$ cat config.mk
export PLATFORM = sky130hd
export DESIGN_NAME = iqci_ctrl
export DESIGN_NICKNAME = d
export VERILOG_FILES = /design/src/design/iqci_pkg.sv /design/src/design/iqci_ctrl.sv
export VERILOG_INCLUDE_DIRS = /design/src /design/src/design
export SDC_FILE = /design/constraint.sdc
export NUM_CORES = 1
export LEC_CHECK = 0
export BUFFER_PORTS_ARGS = -buffer_cell sky130_fd_sc_hd__buf_2
export CORE_MARGIN = 3
export CORE_UTILIZATION = 55
export CTS_CLUSTER_DIAMETER = 50
export DETAILED_ROUTE_END_ITERATION = 10
export PLACE_DENSITY = 0.86
export SLEW_MARGIN = 20
export SYNTH_ARGS = -nofsm -noshare
export SYNTH_HDL_FRONTEND = slang
export SYNTH_SLANG_ARGS = --single-unit
$ cat constraint.sdc
create_clock -name clk -period 1.5 [get_ports clk]
set_input_delay 0.075 -clock clk [delete_from_list [all_inputs] [get_ports clk]]
set_output_delay 0.075 -clock clk [all_outputs]
set_load 0.03 [all_outputs]
$ cat src/design/assert_macros.svh
// Assertion helpers shared by the RTL. Both macros fall away in synthesis.
`ifndef ASSERT_MACROS_SVH
`define ASSERT_MACROS_SVH

`ifndef SYNTHESIS

// Check a property on every rising edge outside reset.
`define ASSERT_PROP(lbl, clk_s, rst_s, prop) \
  lbl: assert property (@(posedge clk_s) disable iff (rst_s) (prop)) \
    else $error("%m: property failed");

// Check that a condition never holds outside reset.
`define ASSERT_NEVER(lbl, clk_s, rst_s, cond) \
  lbl: assert property (@(posedge clk_s) disable iff (rst_s) !(cond)) \
    else $error("%m: forbidden condition seen");

`else

`define ASSERT_PROP(lbl, clk_s, rst_s, prop)
`define ASSERT_NEVER(lbl, clk_s, rst_s, cond)

`endif

`endif

$ cat src/design/iqci_pkg.sv
`timescale 1ns / 1ps
package iqci_pkg;

  localparam int NUM_POINTS_DEF = 5;
  localparam int FRAC_BITS_DEF  = 20;
  localparam int NUM_PARAMS     = 6;
  localparam int MAX_POINTS     = 5;
  // Integer bits kept by the divider; a larger quotient saturates that parameter's result.
  localparam int INT_BITS       = 26;

  localparam int OUT_W   = 24;
  localparam int OUT_MAX = 8388607;
  localparam int OUT_MIN = -8388608;

  localparam logic [31:0] FREQ_RESET [MAX_POINTS] = '{
    32'd3600000, 32'd14100000, 32'd21100000, 32'd28100000, 32'd29650000
  };
  localparam logic [15:0] SCALE_RESET = 16'd1024;

  // Configuration register indexes
  localparam logic [2:0] REG_PHASE_SCALE = 3'd5;
  localparam logic [2:0] REG_GAIN_SCALE  = 3'd6;

  // Request operation codes
  localparam logic OPER_WRITE = 1'b0;
  localparam logic OPER_QUERY = 1'b1;

  // Parameter codes
  localparam logic [2:0] PAR_RX_GAIN      = 3'd0;
  localparam logic [2:0] PAR_RX_PHASE     = 3'd1;
  localparam logic [2:0] PAR_TX_ON_GAIN   = 3'd2;
  localparam logic [2:0] PAR_TX_OFF_GAIN  = 3'd3;
  localparam logic [2:0] PAR_TX_ON_PHASE  = 3'd4;
  localparam logic [2:0] PAR_TX_OFF_PHASE = 3'd5;

  // Datapath commands
  localparam logic [3:0] OP_NONE   = 4'd0;
  localparam logic [3:0] OP_WRITE  = 4'd1;
  localparam logic [3:0] OP_LOAD   = 4'd2;
  localparam logic [3:0] OP_SEARCH = 4'd3;
  localparam logic [3:0] OP_RD_LO  = 4'd4;
  localparam logic [3:0] OP_RD_HI  = 4'd5;
  localparam logic [3:0] OP_MUL_A  = 4'd6;
  localparam logic [3:0] OP_MUL_B  = 4'd7;
  localparam logic [3:0] OP_MUL_C  = 4'd8;
  localparam logic [3:0] OP_MUL_D  = 4'd9;
  localparam logic [3:0] OP_SUM    = 4'd10;
  localparam logic [3:0] OP_PREP   = 4'd11;
  localparam logic [3:0] OP_DIV    = 4'd12;
  localparam logic [3:0] OP_STORE  = 4'd13;
  localparam logic [3:0] OP_EMIT   = 4'd14;

  typedef struct packed {
    logic [3:0] op;
    logic [2:0] param;
  } cmd_t;

  typedef struct packed {
    logic out_full;
  } stat_t;

endpackage

$ cat src/design/iqci_ctrl.sv
`timescale 1ns / 1ps
`include "assert_macros.svh"
module iqci_ctrl import iqci_pkg::*; #(
  parameter int FRAC_BITS = FRAC_BITS_DEF
) (
  input  logic  clk,
  input  logic  rst,
  input  logic  in_valid,
  output logic  in_ready,
  input  logic  operation,
  input  stat_t stat,
  output cmd_t  cmd
);

  localparam int QW = INT_BITS + FRAC_BITS;
  localparam int CW = $clog2(QW);

  localparam logic [3:0] S_IDLE   = 4'd0;
  localparam logic [3:0] S_SEARCH = 4'd1;
  localparam logic [3:0] S_RD_LO  = 4'd2;
  localparam logic [3:0] S_RD_HI  = 4'd3;
  localparam logic [3:0] S_MUL_A  = 4'd4;
  localparam logic [3:0] S_MUL_B  = 4'd5;
  localparam logic [3:0] S_MUL_C  = 4'd6;
  localparam logic [3:0] S_MUL_D  = 4'd7;
  localparam logic [3:0] S_SUM    = 4'd8;
  localparam logic [3:0] S_PREP   = 4'd9;
  localparam logic [3:0] S_DIV    = 4'd10;
  localparam logic [3:0] S_STORE  = 4'd11;
  localparam logic [3:0] S_DONE   = 4'd12;

  logic [3:0]    state, state_next;
  logic [2:0]    param, param_next;
  logic [CW-1:0] cnt, cnt_next;

  assign in_ready  = (state == S_IDLE);
  assign cmd.param = param;

  always_comb begin
    state_next = state;
    param_next = param;
    cnt_next   = cnt;
    cmd.op     = OP_NONE;
    case (state)
      S_IDLE: begin
        if (in_valid) begin
          if (operation == OPER_WRITE) begin
            cmd.op = OP_WRITE;
          end else begin
            cmd.op     = OP_LOAD;
            param_next = '0;
            state_next = S_SEARCH;
          end
        end
      end
      S_SEARCH: begin
        cmd.op     = OP_SEARCH;
        state_next = S_RD_LO;
      end
      S_RD_LO: begin
        cmd.op     = OP_RD_LO;
        state_next = S_RD_HI;
      end
      S_RD_HI: begin
        cmd.op     = OP_RD_HI;
        state_next = S_MUL_A;
      end
      S_MUL_A: begin
        cmd.op     = OP_MUL_A;
        state_next = S_MUL_B;
      end
      S_MUL_B: begin
        cmd.op     = OP_MUL_B;
        state_next = S_MUL_C;
      end
      S_MUL_C: begin
        cmd.op     = OP_MUL_C;
        state_next = S_MUL_D;
      end
      S_MUL_D: begin
        cmd.op     = OP_MUL_D;
        state_next = S_SUM;
      end
      S_SUM: begin
        cmd.op     = OP_SUM;
        state_next = S_PREP;
      end
      S_PREP: begin
        cmd.op     = OP_PREP;
        cnt_next   = '0;
        state_next = S_DIV;
      end
      S_DIV: begin
        cmd.op   = OP_DIV;
        cnt_next = cnt + 1'b1;
        if (cnt == CW'(QW - 1)) begin
          state_next = S_STORE;
        end
      end
      S_STORE: begin
        cmd.op = OP_STORE;
        if (param == 3'(NUM_PARAMS - 1)) begin
          state_next = S_DONE;
        end else begin
          param_next = param + 1'b1;
          state_next = S_SEARCH;
        end
      end
      S_DONE: begin
        // hold until the output register is free
        if (!stat.out_full) begin
          cmd.op     = OP_EMIT;
          state_next = S_IDLE;
        end
      end
      default: begin
        state_next = S_IDLE;
      end
    endcase
  end

  always_ff @(posedge clk) begin
    if (rst) begin
      state <= S_IDLE;
      param <= '0;
      cnt   <= '0;
    end else begin
      state <= state_next;
      param <= param_next;
      cnt   <= cnt_next;
    end
  end

  `ASSERT_NEVER(a_param_range, clk, rst, param > 3'(NUM_PARAMS - 1))
  `ASSERT_PROP(a_first_search, clk, rst,
    (state == S_SEARCH && param == 3'd0) |-> $past(state == S_IDLE))
  `ASSERT_PROP(a_emit_free, clk, rst, (cmd.op == OP_EMIT) |-> !stat.out_full)

endmodule

; ---- After elaboration in Yosys (flattened, before gate mapping)
; Cells that the tools add are included.
[totals]
register_bits = 13
input_bits = 5
word_cells = 44
[op_classes]
reduce_logical = 5
eq_ne = 19
n_addsub = 2
muxes = 15
[ops]
columns = operator, n
row1 = 4-bit case mux with 13 select lines, 2
row2 = 4-bit 2-to-1 mux, 6
row3 = 4-bit == test (second input constant), 5
row4 = 4-bit by 3-bit == test with 1-bit output (second input constant), 4
row5 = 6-bit case mux with 2 select lines, 1
row6 = 3-bit 2-to-1 mux, 3
row7 = 4-bit by 2-bit == test with 1-bit output (second input constant), 2
row8 = 2-bit inequality test (second input constant), 4
row9 = 4-bit AND reduction, 2
row10 = 6-bit by 1-bit adder with 6-bit output (second input constant), 1
row11 = 6-bit == test (second input constant), 1
row12 = 3-bit case mux with 2 select lines, 1
row13 = 4-bit by 1-bit == test with 1-bit output (second input constant), 1
row14 = 4-bit logical NOT, 1
row15 = 2-bit 2-to-1 mux, 2
row16 = 2-bit nonzero test, 2
row17 = 3-bit by 1-bit adder with 3-bit output (second input constant), 1
row18 = 3-bit == test (second input constant), 1
row19 = 2-bit by 1-bit inequality test with 1-bit output (second input constant), 1

; ---- Longest topological paths before layout
[logic_depth]
ltp_word = 3
ltp_mapped = 5

; ---- Least setup slack after synthesis
; No wires, ideal clock.
[synth_path]
path_type = register to output
from = register state[0]
to = output cmd[4] in the netlist's numbering
t_required_ns = 1.425
arrival_ns = 1.619
stages_incl_launch_ff = 4
path_slack_ns = -0.194
path_cell_list = dfxtp_1 -> buf_2 -> or2_2 -> a311oi_1
[synth_lines]
columns = element, line_no
row1 = from (decl), iqci_ctrl.sv:32  ; logic [3:0] state, state_next;
row2 = from (signal assigned), iqci_ctrl.sv:128  ; state <= state_next;
row3 = to (decl), iqci_ctrl.sv:12  ; output cmd_t cmd

; ---- Worst setup path in the final report
[layout_path]
from = register state[2]
to = register param[0]
[layout_between]
elab_chain_cells = 3
word_cells_on_any_way = 8
classes_between = eq/ne: 4 / mux: 1 / reduce/logical: 3
[layout_rtl]
columns = element, line_no
row1 = 4-bit == test / 4-bit logical NOT (equally long branches), iqci_ctrl.sv:44  ; case (state)
row2 = 2-bit inequality test (no line) (tied with other cells), --
row3 = 4-bit AND reduction (no line), --
row4 = to (signal assigned), iqci_ctrl.sv:129  ; param <= param_next;
row5 = to (decl), iqci_ctrl.sv:33  ; logic [2:0] param, param_next;
; Several ways; a longest one is shown, not always the timed one.
; A chain may end at the register's enable or synchronous reset.

==> results.ini <==
[setup_path]
r2r-start=state[2]
crit_type=reg -> reg
rrSetupSlack_ns=-0.04
path_max_fanout=5
worstPathArrival_ns=1.72
crit_required_ns=1.68
ff2ff_path_depth=4
start_kind=flop
end_kind=flop
timing.rr.end=param[0]

[global_routing]
grt_usage=0.2604
grt_pass1_vias=900
met2_usage=0.3536
grt.busiest_layer=met1
grt_pass1_wl_um=4209
grt_max_degree=24
met1_usage=0.3722
antenna_found_initial=0
grt-ovfl-total=0
use_met3=0.04135

[layout]
final.fill_count=97
final_area_um2=1251
fin_cells=155
drive_gt1_frac=0.3813
multiInputGateArea_um2=684.4
synthToLayoutAreaGrowth_pct=29.70
fin_nets=149
seq_area_um2=274.0
num_antenna_cells=0

[die]
io_pins=13
start_util=0.6119
die_height_um=47.88
design.core.area_um2=1577
fp.dieW_um=47.88
fp.dieArea_um2=2292
rows=14

[worst_hold_path]
min_path_type=in -> reg
whs_endpoint=param[1]
min-delay-start=rst
min_path_cells=2

[placed_design]
place.gp.congestion=0.7874
post-place-ws_ns=0.1133
port_buffers=12
place_area_um2=1084
dp_hpwl_um=1552
dp_cells=145

[drt]
drt-wirelength-per-cell_um=19.10
drc_errors=0
drt_iter0_drc=107
routed-via-count=1084
first_pass_iters=5
vias_per_cell=6.994
totalWireLength_um=2960
ant_nets=0

[cts]
cts_root_buf=clkbuf_4
cts_buffer_depth=2
cts_made_buffers=3
clk-insertion-delay-late_ns=0.29
cts_hold_buf=0
cts.sinks=13
tritoncts=built
clk_pin_slew_ns=0.09
htree_levels=1

[synthesis]
synth-seq-cells=13
syn-cell-area_um2=964.7
synth_flop_cell=dfxtp_1
async_flop_share=0
syn_inst=118
synth_edf_count=0
ys.warnings.count=0
syn-num-nets=127
synth_area_per_cell_um2=8.175
seq_area_frac_synth=0.2698
synth_cell_type_count=43

[sta]
timing.fmax_mhz=647.4
whs_ns=0.1182
layout_setup_ws_ns=-0.04465
setup_viol=3
period_needed_ns=1.545
clock_skew_ns=0.005476
drv_slew=0
hold_viol=0
tightestPinTransition_ns=0.3121
timing.final.crit_share=1.030
maxSlewHeadroom=0.7919
rsz0062_at_grt=yes

[power]
power_mw=1.207
leakage_nw=0.5026
power_density_nw_per_um2=964.9
ir_worst_vdd_v=0.0006208

[status]
violations=setup timing
status=finished, violations left

[run]
maxCapViolations=0

flip-flops by register name (all words and copies together) (netlist names):
signal,cells
state,4
param,3
cnt,6
worst max-delay path, cell delays in order, from the launching register on:
cell and delay [ns]:
dfxtp_4 0.37, or4_4 0.55, buf_4 0.16, o221ai_1 0.22, a21oi_1 0.12
timing repair:
action	4_1_cts	5_1_grt
resized for setup	18	12
setup endpoints to repair	5	8
buffers inserted	5	1
pin swaps	2	5
hold endpoints to repair	0	0
cloned	0	0
per-stage QoR:
stage          setup TNS (ns)    util
3_3_place_gp                0  0.6873
4_1_cts              -0.01547  0.7619
3_5_place_dp                0  0.6873
5_1_grt               -0.2570  0.7937
2_1_floorplan               0       -
6_report             -0.08486  0.7937
placed cells by master (no fill, tap or decap), drive strengths merged, types with 3 or more instances in the layout:
master and n:
a21oi 9, a31oi 5, and3 3, buf 28
clkbuf 4, dfxtp 13, ha 4, inv 7
nand2 5, nand3 3, nand4 3, nand4b 3
nor2b 4, nor3b 3, o21ai 12
synthesized netlist by cell type (4+ instances only):
cell     instances  area share
a21oi_1          9       0.047
a31oi_1          5       0.032
buf_2            5       0.026
dfxtp_1         13        0.27
ha_1             4       0.052
inv_1            7       0.027
nand2_1          5       0.019
nor2b_1          4       0.026
o21ai_0         12       0.062
cells by family after synthesis:
family / Yosys count / share of synthesized area
AO/OA/AOI/OAI: 41 / 0.2711
AND/OR/NAND/NOR: 40 / 0.2944
buffers and inverters: 18 / 0.09208
flip-flops: 13 / 0.2698
adder cells (fa/ha/maj): 4 / 0.05188
XOR/XNOR: 1 / 0.009081
multiplexers: 1 / 0.01167
per-layer routing:
| metal | part of all wire | vias up | wire (µm) |
|---|---|---|---|
| li1 | - | 490 | - |
| met4 | 0.041 | 0 | 121 |
| met1 | 0.43 | 502 | 1269 |
| met5 | 0 | - | 0 |
| met2 | 0.45 | 75 | 1336 |
| met3 | 0.079 | 17 | 233 |
worst max path at each step:
stage	endpoint	cells past startpoint	from
floorplan	state[0]	5	state[1]
global placement	param[1]	3	state[2]
detailed placement	cnt[4]	4	cnt[0]
CTS	cmd[3]	5	state[1]
global route	cmd[3]	5	state[1]
finish	param[0]	4	state[2]
power breakdown:
part	switching, mW	internal [mW]	total (mW)
Sequential	0.0248	0.364	0.389
Clock	0.137	0.104	0.240
Combinational	0.307	0.271	0.578
cell type report:
cell class              count  area share
multi-input cells          87      0.5470
flip-flops and latches     13      0.2190
repair buffers             28      0.1760
clock buffers               4     0.02100
inverters                   7     0.02100
well taps                  16     0.01600
Power figures use the tool's default switching activity.
